$ cat src/hdl/aor_pkg.sv
// Shared types and constants of the auto-ranging ohm readout.
package aor_pkg;

    // Configuration register widths, reset values and indexes
    localparam int unsigned SCALE_W   = 20;
    localparam int unsigned THR_W     = 10;
    localparam int unsigned CFG_IDX_W = 8;
    localparam logic [SCALE_W-1:0]   SCALE_RST = 20'd220000;
    localparam logic [THR_W-1:0]     THR_RST   = 10'd32;
    localparam logic [CFG_IDX_W-1:0] CFG_UOHM_PER_COUNT      = 8'd0;
    localparam logic [CFG_IDX_W-1:0] CFG_HIGH_GAIN_THRESHOLD = 8'd1;

    // Reading and limit
    localparam int unsigned UOHM_W = 24;
    localparam logic [UOHM_W-1:0] LIMIT_UOHM = 24'd9999000;

    // Product compared against limit times gain, in a width that holds any product
    localparam int unsigned EXT_W = 37;
    localparam logic [EXT_W-1:0] LIMIT_P10  = 37'd99990000;
    localparam logic [EXT_W-1:0] LIMIT_P200 = 37'd1999800000;

    // Gain division: p/10 = (p>>1)/5, p/200 = (p>>3)/25, quotient by reciprocal
    localparam int unsigned QIN_W   = 28;
    localparam int unsigned QREC_W  = 29;
    localparam logic [QREC_W-1:0] RECIP_5  = 29'd429496730;  // shift 31
    localparam logic [QREC_W-1:0] RECIP_25 = 29'd343597384;  // shift 33

    // Decade thresholds and reciprocals
    localparam logic [UOHM_W-1:0] DECADE_3 = 24'd999999;
    localparam logic [UOHM_W-1:0] DECADE_2 = 24'd99999;
    localparam logic [UOHM_W-1:0] DECADE_1 = 24'd9999;
    localparam int unsigned DREC_W = 25;
    localparam logic [DREC_W-1:0] RECIP_1000 = 25'd17179870;  // shift 34
    localparam logic [DREC_W-1:0] RECIP_100  = 25'd21474837;  // shift 31
    localparam logic [DREC_W-1:0] RECIP_10   = 25'd26843546;  // shift 28
    localparam logic [DREC_W-1:0] RECIP_ONE  = 25'd1;         // shift 0

    // Four-digit split
    localparam int unsigned SHOWN_W = 14;
    localparam int unsigned PAIR_W  = 7;
    localparam logic [14:0] RECIP_D100 = 15'd20972;  // shift 21, exact below 2^14
    localparam logic [7:0]  RECIP_D10  = 8'd205;     // shift 11, exact below 2^7

    typedef struct packed {
        logic [1:0]        point_position;
        logic [UOHM_W-1:0] reading_uohm;
        logic              used_gain200;
        logic              clamped;
    } t_side;

endpackage

$ cat src/hdl/aor_digits.sv
// Two-stage pipelined split of a value below 10000 into four decimal digits.
module aor_digits
    import aor_pkg::*;
(
    input  logic               i_clk,
    input  logic               i_rst_n,
    input  logic               i_valid,
    output logic               o_ready,
    input  logic [SHOWN_W-1:0] i_shown,
    input  t_side              i_side,
    output logic               o_valid,
    input  logic               i_ready,
    output logic [3:0]         o_thousands,
    output logic [3:0]         o_hundreds,
    output logic [3:0]         o_tens,
    output logic [3:0]         o_ones,
    output t_side              o_side
);

    // Split a value below 100 into tens and ones
    function automatic logic [7:0] split10(input logic [PAIR_W-1:0] x);
        logic [14:0]       prod;
        logic [3:0]        t;
        logic [PAIR_W-1:0] rem;
        prod = 15'(x) * 15'(RECIP_D10);
        t    = prod[14:11];
        rem  = x - PAIR_W'(t) * PAIR_W'(10);
        return {t, rem[3:0]};
    endfunction

    logic              r_v7;
    logic              r_v8;
    logic              w_rdy7;
    logic              w_rdy8;
    logic [PAIR_W-1:0] r_hi;
    logic [PAIR_W-1:0] r_lo;
    t_side             r_s7_side;
    logic [28:0]       w_prod;
    logic [PAIR_W-1:0] n_hi;
    logic [SHOWN_W-1:0] w_lo_full;
    logic [7:0]        w_hi_split;
    logic [7:0]        w_lo_split;
    logic [3:0]        r_thousands;
    logic [3:0]        r_hundreds;
    logic [3:0]        r_tens;
    logic [3:0]        r_ones;
    t_side             r_s8_side;

    assign w_rdy8  = !r_v8 || i_ready;
    assign w_rdy7  = !r_v7 || w_rdy8;
    assign o_ready = w_rdy7;

    always_comb begin
        w_prod    = 29'(i_shown) * 29'(RECIP_D100);
        n_hi      = w_prod[27:21];
        w_lo_full = i_shown - SHOWN_W'(n_hi) * SHOWN_W'(100);
    end

    assign w_hi_split = split10(r_hi);
    assign w_lo_split = split10(r_lo);

    always_ff @(posedge i_clk) begin
        if (!i_rst_n) begin
            r_v7 <= 1'b0;
            r_v8 <= 1'b0;
        end else begin
            if (w_rdy7) begin
                r_v7 <= i_valid;
            end
            if (w_rdy8) begin
                r_v8 <= r_v7;
            end
        end
    end

    always_ff @(posedge i_clk) begin
        if (w_rdy7) begin
            r_hi      <= n_hi;
            r_lo      <= w_lo_full[PAIR_W-1:0];
            r_s7_side <= i_side;
        end
        if (w_rdy8) begin
            r_thousands <= w_hi_split[7:4];
            r_hundreds  <= w_hi_split[3:0];
            r_tens      <= w_lo_split[7:4];
            r_ones      <= w_lo_split[3:0];
            r_s8_side   <= r_s7_side;
        end
    end

    assign o_valid     = r_v8;
    assign o_thousands = r_thousands;
    assign o_hundreds  = r_hundreds;
    assign o_tens      = r_tens;
    assign o_ones      = r_ones;
    assign o_side      = r_s8_side;

endmodule

$ cat config.mk
export PLATFORM = sky130hd
export DESIGN_NAME = aor_digits
export DESIGN_NICKNAME = d
export VERILOG_FILES = /design/src/hdl/aor_pkg.sv /design/src/hdl/aor_digits.sv
export SDC_FILE = /design/constraint.sdc
export NUM_CORES = 1
export LEC_CHECK = 0
export BUFFER_PORTS_ARGS = -buffer_cell sky130_fd_sc_hd__buf_2
export CAP_MARGIN = 40
export CORE_ASPECT_RATIO = 1.5
export CORE_MARGIN = 4
export CORE_UTILIZATION = 55
export DETAILED_ROUTE_END_ITERATION = 10
export HOLD_SLACK_MARGIN = 0.05
export MAX_ROUTING_LAYER = met4
export PLACE_DENSITY = 0.76
export SLEW_MARGIN = 5
export SYNTH_ARGS = -nofsm -noshare
export SYNTH_HDL_FRONTEND = slang
export SYNTH_SLANG_ARGS = --single-unit
export TNS_END_PERCENT = 30
$ cat constraint.sdc
create_clock -name i_clk -period 10.4 [get_ports i_clk]
set_clock_uncertainty 0.2 [all_clocks]
set_input_delay 2.08 -clock i_clk [delete_from_list [all_inputs] [get_ports i_clk]]
set_output_delay 2.08 -clock i_clk [all_outputs]
set_load 0.03 [all_outputs]
==> metrics.md, run 1 <==
| Metric | Value |
|---|---|
| Hold_buf cts | `0` |
| Slowest stage delay, CP | `0.59 ns` |
| Core ar. | `14100 sq um` |
| Clock sinks | `88` |
| Synth Flop Type | `edfxtp_1` |
| Cts bufs inserted | `9` |
| Synth Cell Area | `7910 sq um` |
| IO Pins | `92` |
| DRC | `0` |
| Via count | `4849` |
| DRT antenna net count | `0` |
| Final setup vio count | `0` |
| Tmin final | `8.16 ns` |
| CP most frequent cell | `inv_1` |
| CTS tree | `built` |
| Placed cell area | `8640 sq um` |
| Count of input and output buffers | `91` |
| Startpoint types | `input pin` |
| Cells after Synth | `634` |
| Status | `finished, final reports clean` |
| Clk buf depth | `2` |
| HPWL Detailed | `13.3 mm` |
| Required @ worst endpoint | `10.28 ns` |
| Hold Slack | `0.219 ns` |
| Distinct cell type count after synthesis | `41` |
| Aggregate global-route resource usage | `21.3%` |
| Worst Max-Slew Pin Slew | `0.638 ns` |
| HP Class | `reg -> reg` |
| RSZ-0062 raised after global routing | `no` |
| Final Hold Fails | `0` |
| Max Fanout on Critical Path | `5` |
| Grt total ovfl | `0` |
| Count of nets after finishing | `1032` |
| Area of the multi-input gates | `4670 sq um` |
| Synthesized net count | `929` |
| Worst path slowest cell | `a2111oi_2` |
| Largest delay contributor family on the critical path | `adder cells` |
| Slew margin rel. | `56.4%` |
| Die area | `16400 sq um` |
| Ys Warns | `0` |
| Synth-to-layout area growth | `13.1%` |
| Avg WL per Cell | `16.7 um` |
| Post-Route Setup TNS | `0 ns` |
| Initial antenna violation count | `0` |
| Antenna diodes | `0` |
| Post-CTS Setup Repair Bufs | `0` |
| Post-layout util | `63.7%` |
| Sequential cell area fraction in the yosys report | `33.1%` |
| Die X | `106 um` |
| Highest clock rate | `123 MHz` |
| Post-CTS resize count | `0` |
| CP endpoint kind | `flop` |
| Detailed Route WL | `15.6 mm` |
| Die height | `155 um` |
| Critical setup path kind | `in -> reg` |
| Final worst-path cycle share | `78.5%` |
| Starting Density | `56.3%` |
| Syn avg cell area | `12.5 sq um` |
| Post-synth ARST share | `0%` |
| Fill cell count | `1130` |
| Worst-path clk slew | `0.06 ns` |
| Root Buffer | `clkbuf_16` |
| Max Cap Viol | `0` |
| Cell area after layout | `8950 sq um` |
| Largest net degree at the start of global routing | `45` |
| Register Area | `2620 sq um` |
| Slew Viols, Final | `0` |
| H-tree lvl count | `3` |
| Vias per Instance | `5.19` |
| WP data arrival | `8.04 ns` |
| Vias in the first global route | `5592` |
| First-pass GRT wire length | `26.4 mm` |
| Yosys reg bits | `88` |
| Clk_lat worst skew | `0.34 ns` |
| Drt pass-1 iters | `4` |
| Initial DRC count | `129` |
| CP Buf/Inv Count | `6` |
| EDFF count, synth | `86` |
| Share of layout cells above drive strength 1 | `16.2%` |
| GPL Wtd Cong | `0.928` |
| Row cnt | `53` |
## path summary, 6_finish.rpt
check / end / slack (ns) / startpoint / depth (start not counted)
setup reg to reg: o_ones[3]$_DFFE_PP_ / 5.44 / r_lo[5]$_DFFE_PP_ / 18
hold / removal: o_side[1]$_DFFE_PP_ / 0.22 / r_s7_side[1]$_DFFE_PP_ / 0
hold reg to reg: o_side[1]$_DFFE_PP_ / 0.22 / r_s7_side[1]$_DFFE_PP_ / 0
setup / recovery: r_lo[6]$_DFFE_PP_ / 2.24 / i_shown[4] / 25
## layout by cell type, fill, tap and decap left out, types with 3 or more instances in the layout
cell type,n
a21o_1,9
a21oi_1,16
xor2_1,8
edfxtp_1,86
buf_2,91
nand4_1,4
nand2_1,9
xnor2_1,23
o21bai_1,3
inv_1,165
o21ai_1,3
nor2_1,12
ha_1,168
o21ai_0,4
nand3_1,7
o21a_1,3
clkbuf_16,9
fa_1,81
a31oi_1,3
## final cells by class
cell class / count / area share (%)
Clock inverter: 6 / 0.867
Sequential cell: 88 / 29.3
Inverter: 165 / 6.92
Multi-Input combinational cell: 380 / 52.2
Tap cell: 192 / 2.68
Timing Repair Buffer: 93 / 5.48
Clock buffer: 10 / 2.56
## flip-flops by register name, indices dropped and copies added (netlist names)
| name | count |
|---|---|
| o_hundreds | 4 |
| o_ones | 4 |
| o_side | 28 |
| o_tens | 4 |
| o_thousands | 4 |
| o_valid | 1 |
| r_hi | 7 |
| r_lo | 7 |
| r_s7_side | 28 |
| r_v7 | 1 |
## synthesized netlist by cell type (all sizes together) (4+ instances only)
cell type / count / area (sq um)
ha: 168 / 2100
inv: 165 / 619
edfxtp: 86 / 2580
fa: 81 / 1620
xnor2: 24 / 218
a21oi: 17 / 88.8
nor2: 12 / 45.0
a21o: 10 / 76.3
nand2: 10 / 37.5
xor2: 9 / 86.3
nand3: 7 / 35.0
o21ai: 7 / 35.0
nand4: 4 / 25.0
o21bai: 4 / 33.8
## stage by stage
step           std cells  setup WS (ns)
6_report             934           2.24
5_1_grt              934           1.92
4_1_cts              934           2.22
3_5_place_dp         918           1.85
3_3_place_gp         917           2.07
2_1_floorplan        634           2.52
## routing by layer
metal	up-vias	share of wire (%)	global-route usage, %
met5	-	0	-
met4	0	3.3	8.83
met3	37	4.2	2.78
met2	147	56	40.1
met1	2354	37	22.1
li1	2311	-	-
## worst register-to-register path: cells and delay by family (launching register included)
family	cells	cell delay [ns]
fa+ha+maj	6	2.25
compound gates	4	0.84
xor+xnor	5	0.77
flops	1	0.43
buf+inv	3	0.22
## cell families after synthesis
family	Yosys count	share of synthesized area [%]
flip-flops	88	33.1
buffers and inverters	166	7.89
XOR/XNOR	34	4.13
adder cells (fa/ha/maj)	249	47.1
AO/OA/AOI/OAI	57	5.38
multiplexers	1	0.126
AND/OR/NAND/NOR	39	2.29
Power of run 1 is left out: the tool's default activity adds up to more than one toggle a clock period on the data nets, which glitch-free logic cannot reach.
==> run 2: changes to the inputs <==
==> constraint.sdc (replaced) <==
create_clock -name i_clk -period 8.5 [get_ports i_clk]
set_clock_uncertainty 0.2 [all_clocks]
set_input_delay 1.7 -clock i_clk [delete_from_list [all_inputs] [get_ports i_clk]]
set_output_delay 1.7 -clock i_clk [all_outputs]
set_load 0.03 [all_outputs]
==> run 2 against run 1 <==
- final area about the same
- flip-flop and latch count unchanged
- wire length down 1.3%
- register-to-register slack got worse by 1.9 ns
- highest routed layer unchanged
- worst setup slack lost 1.5 ns
- die area is the same
- critical path depth is the same
- critical endpoint unchanged
- via count down 0.27%
- critical path type unchanged
- non-clock buffer count stayed put
- final cell count stayed put
==> metrics.md, run 2 (synthesized netlist as in run 1, its figures left out) <==
| Metric | Value |
|---|---|
| Max Cap Viol | `0` |
| Hold_buf cts | `0` |
| Via count | `4836` |
| RR Endpoint | `o_ones[3]$_DFFE_PP_` |
| Largest net degree at the start of global routing | `45` |
| Post-Route Setup TNS | `0 ns` |
| FF-to-FF path depth | `18` |
| Most frequent cells in the layout | `168 x ha_1, 165 x inv_1, 91 x buf_2` |
| Initial antenna violation count | `0` |
| Count of nets after finishing | `1032` |
| Synth-to-layout area growth | `13.0%` |
| Final setup vio count | `0` |
| Status | `finished, final reports clean` |
| Cts bufs inserted | `9` |
| Reg-to-reg startpoint | `r_lo[5]$_DFFE_PP_` |
| Antenna diodes | `0` |
| Tmin final | `7.78 ns` |
| Max Fanout on Critical Path | `5` |
| Share of layout cells above drive strength 1 | `16.2%` |
| Slew margin rel. | `54.7%` |
| Vias in the first global route | `5490` |
| Final worst-path cycle share | `91.6%` |
| Drt pass-1 iters | `4` |
| Critical setup path kind | `in -> reg` |
| Avg WL per Cell | `16.5 um` |
| Root Buffer | `clkbuf_16` |
| CP endpoint kind | `flop` |
| Crit path to | `r_lo[6]$_DFFE_PP_` |
| Register Area | `2620 sq um` |
| Die height | `155 um` |
| Detailed Route WL | `15.4 mm` |
| RSZ-0062 raised after global routing | `no` |
| Slew Viols, Final | `0` |
| DRC | `0` |
| WP data arrival | `7.66 ns` |
| Reg2reg setup slack | `3.50 ns` |
| H-tree lvl count | `3` |
| Final Hold Fails | `0` |
| Clock sinks | `88` |
| Aggregate global-route resource usage | `20.7%` |
| Startpoint types | `input pin` |
| Required @ worst endpoint | `8.38 ns` |
| Highest clock rate | `128 MHz` |
| Most common cell after layout, fill and taps aside | `ha_1` |
| Clk_lat worst skew | `0.34 ns` |
| Initial DRC count | `129` |
| Count of input and output buffers | `91` |
| GPL Wtd Cong | `0.928` |
| DRT antenna net count | `0` |
| Starting Density | `56.3%` |
| HPWL Detailed | `13.3 mm` |
| Grt total ovfl | `0` |
| CP Launch Point | `i_shown[4]` |
| Row cnt | `53` |
| Post-CTS resize count | `0` |
| Vias per Instance | `5.18` |
| Post-CTS Setup Repair Bufs | `0` |
| HP Class | `reg -> reg` |
| Die area | `16400 sq um` |
| Core ar. | `14100 sq um` |
| First-pass GRT wire length | `25.9 mm` |
| CTS tree | `built` |
| IO Pins | `92` |
| Clk buf depth | `2` |
| Fill cell count | `1148` |
| Worst Max-Slew Pin Slew | `0.662 ns` |
| Area of the multi-input gates | `4670 sq um` |
| Worst-path clk slew | `0.06 ns` |
| Die X | `106 um` |
run 2: cell types whose count changed in the layout (fill, tap and decap cells not counted), sizes merged:
cell    delta
clkinv     -1
inv        +1
run 2: worst min path at each step:
stage | endpoint | startpoint | depth (start not counted) | slack [ns]
finish | o_side[16]$_DFFE_PP_ | r_s7_side[16]$_DFFE_PP_ | 0 | 0.22
global route | o_side[2]$_DFFE_PP_ | r_s7_side[2]$_DFFE_PP_ | 0 | 0.23
CTS | o_side[8]$_DFFE_PP_ | r_s7_side[8]$_DFFE_PP_ | 0 | 0.22
detailed placement | o_side[16]$_DFFE_PP_ | r_s7_side[16]$_DFFE_PP_ | 0 | 0.20
global placement | o_side[23]$_DFFE_PP_ | r_s7_side[23]$_DFFE_PP_ | 0 | 0.20
floorplan | o_side[0]$_DFFE_PP_ | r_s7_side[0]$_DFFE_PP_ | 0 | 0.20
run 2: area by class of cell:
class / instances / area share [%]
Clock buffer: 10 / 2.56
Clock inverter: 6 / 0.839
Inverter: 165 / 6.92
Multi-Input combinational cell: 380 / 52.2
Sequential cell: 88 / 29.3
Tap cell: 192 / 2.69
Timing Repair Buffer: 93 / 5.48
run 2: metal layers:
layer	routed length (um)	GRT usage, %	vias up
li1	-	-	2309
met1	5820	21.7	2345
met2	8550	39.4	147
met3	602	2.45	35
met4	466	7.72	0
met5	0	-	-
run 2: worst max-delay path: stages:
cell and delay (ns):
buf_2 0.16, inv_1 0.13, fa_1 0.54, inv_1 0.04, ha_1 0.21, fa_1 0.54
inv_1 0.05, fa_1 0.46, fa_1 0.54, inv_1 0.04, ha_1 0.31, nand3_1 0.08
nor2_1 0.05, a22oi_2 0.24, a2111oi_0 0.21, a2111oi_2 0.59, o21bai_1 0.16, xor2_1 0.18
ha_1 0.29, inv_1 0.04, ha_1 0.29, a21oi_1 0.17, xnor2_1 0.19, xnor2_2 0.15
xnor3_1 0.31
run 2: per-stage QoR:
step	hold WS, ns	setup slack, ns	util (%)	std cells	instance area [sq um]
after global placement	0.201	0.546	61.3	917	8610
final	0.219	0.716	63.6	934	8950
after detailed placement	0.205	0.321	61.5	918	8640
after global routing	0.225	0.413	63.6	934	8950
after floorplan	0.200	1.00	-	634	7910
after CTS	0.219	0.695	63.6	934	8950
Power of run 2 is left out for the same reason.
==> run 3: changes to the inputs <==
--- a/config.mk
+++ b/config.mk
@@ -7,7 +7,7 @@
 export LEC_CHECK = 0
 export BUFFER_PORTS_ARGS = -buffer_cell sky130_fd_sc_hd__buf_2
 export CAP_MARGIN = 40
-export CORE_ASPECT_RATIO = 1.5
+export CORE_ASPECT_RATIO = 1.75
 export CORE_MARGIN = 4
 export CORE_UTILIZATION = 55
 export DETAILED_ROUTE_END_ITERATION = 10
==> run 3 against run 2 <==
- worst setup slack worse by 0.028 ns
- clock-buffer cell count unchanged
- sequential share of layout area up 0.14 points
- utilization up 0.060 points
- global-route usage up 0.56 points
- die area up 0.22%
- non-clock buffer count unchanged
- flip-flop and latch count unchanged
- critical endpoint unchanged
- largest cell class unchanged
==> metrics.md, run 3 (synthesized netlist as in run 1, its figures left out) <==
| Metric | Value |
|---|---|
| Worst path slowest cell | `a2111oi_2` |
| Metal-1 WL | `5.34 mm` |
| HPWL Detailed | `13.8 mm` |
| Post-CTS resize count | `0` |
| Max Cap Viol | `0` |
| Count of input and output buffers | `91` |
| Status | `finished, final reports clean` |
| Aggregate global-route resource usage | `21.3%` |
| Slowest stage delay, CP | `0.58 ns` |
| IO Pins | `92` |
| Clk buf depth | `2` |
| HP Class | `reg -> reg` |
| Hold_buf cts | `0` |
| Synth-to-layout area growth | `12.5%` |
| Die area | `16400 sq um` |
| Share of layout cells above drive strength 1 | `16.2%` |
| Final setup vio count | `0` |
| Avg WL per Cell | `17.1 um` |
| CTS tree | `built` |
| First-pass GRT wire length | `27.0 mm` |
| Required @ worst endpoint | `8.38 ns` |
| Largest delay contributor family on the critical path | `adder cells` |
| Drt pass-1 iters | `5` |
| Most common cell after layout, fill and taps aside | `ha_1` |
| CP endpoint kind | `flop` |
| CP Buf/Inv Count | `6` |
| WL met3 | `630 um` |
| Initial antenna violation count | `0` |
| DRT antenna net count | `0` |
| CP most frequent cell | `inv_1` |
| Critical setup path kind | `in -> reg` |
| Die height | `167 um` |
| Most frequent cells in the layout | `168 x ha_1, 165 x inv_1, 91 x buf_2` |
| Startpoint types | `input pin` |
| Cell area after layout | `8900 sq um` |
| GPL Wtd Cong | `0.921` |
| Placed cell area | `8620 sq um` |
| Max Fanout on Critical Path | `5` |
| Worst-path clk slew | `0.07 ns` |
| Final Hold Fails | `0` |
| Final worst-path cycle share | `91.9%` |
| Largest net degree at the start of global routing | `45` |
| Antenna diodes | `0` |
| Vias per Instance | `5.25` |
| Via count | `4829` |
| Root Buffer | `clkbuf_16` |
| Grt total ovfl | `0` |
| Core ar. | `14000 sq um` |
| RSZ-0062 raised after global routing | `no` |
| Post-Route Setup TNS | `0 ns` |
| Die X | `98.7 um` |
| Top layer used by detailed routing | `met4` |
| Clock sinks | `88` |
| Starting Density | `56.6%` |
| Highest clock rate | `128 MHz` |
| Tmin final | `7.81 ns` |
| DRC | `0` |
| H-tree lvl count | `3` |
| Cts bufs inserted | `9` |
| Worst Max-Slew Pin Slew | `0.616 ns` |
| Initial DRC count | `108` |
| Post-CTS Setup Repair Bufs | `0` |
| Slew margin rel. | `58.6%` |
| Vias in the first global route | `5707` |
| Count of nets after finishing | `1032` |
| Row cnt | `57` |
| WP data arrival | `7.70 ns` |
| Slew Viols, Final | `0` |
| Met2 wire length | `9.10 mm` |
| Detailed Route WL | `15.7 mm` |
| Clk_lat worst skew | `0.33 ns` |
| Fill cell count | `1074` |
-- run 3: cell type report --
type	instances	area [sq um]	share of cell area (%)
tap	177	221	2.49
inverter	165	619	6.96
timing repair buffer	93	490	5.51
clock buffer	10	229	2.57
multi-input combinational	380	4670	52.4
sequential	88	2620	29.5
clock inverter	6	51.3	0.576
-- run 3: worst paths after layout --
path,startpoint,to,slack (ns),depth (start not counted)
setup / recovery,i_shown[4],r_lo[6]$_DFFE_PP_,0.69,25
hold / removal,r_s7_side[21]$_DFFE_PP_,o_side[21]$_DFFE_PP_,0.22,0
hold reg to reg,r_s7_side[21]$_DFFE_PP_,o_side[21]$_DFFE_PP_,0.22,0
setup reg to reg,r_lo[2]$_DFFE_PP_,o_ones[3]$_DFFE_PP_,3.50,16
-- run 3: stage by stage --
| step | utilization, % | hold slack [ns] | instances | setup WS (ns) |
|---|---|---|---|---|
| after floorplan | - | 0.200 | 634 | 1.00 |
| after global placement | 61.5 | 0.201 | 902 | 0.483 |
| after detailed placement | 61.7 | 0.205 | 903 | 0.325 |
| after CTS | 63.7 | 0.221 | 919 | 0.675 |
| after global routing | 63.7 | 0.223 | 919 | 0.333 |
| final | 63.7 | 0.219 | 919 | 0.688 |
-- run 3: metal layers --
layer	up-vias	GRT usage [%]
met4	0	8.62
met5	-	-
met3	39	3.14
met1	2351	20.8
met2	134	40.8
li1	2305	-
Power of run 3 is left out for the same reason.
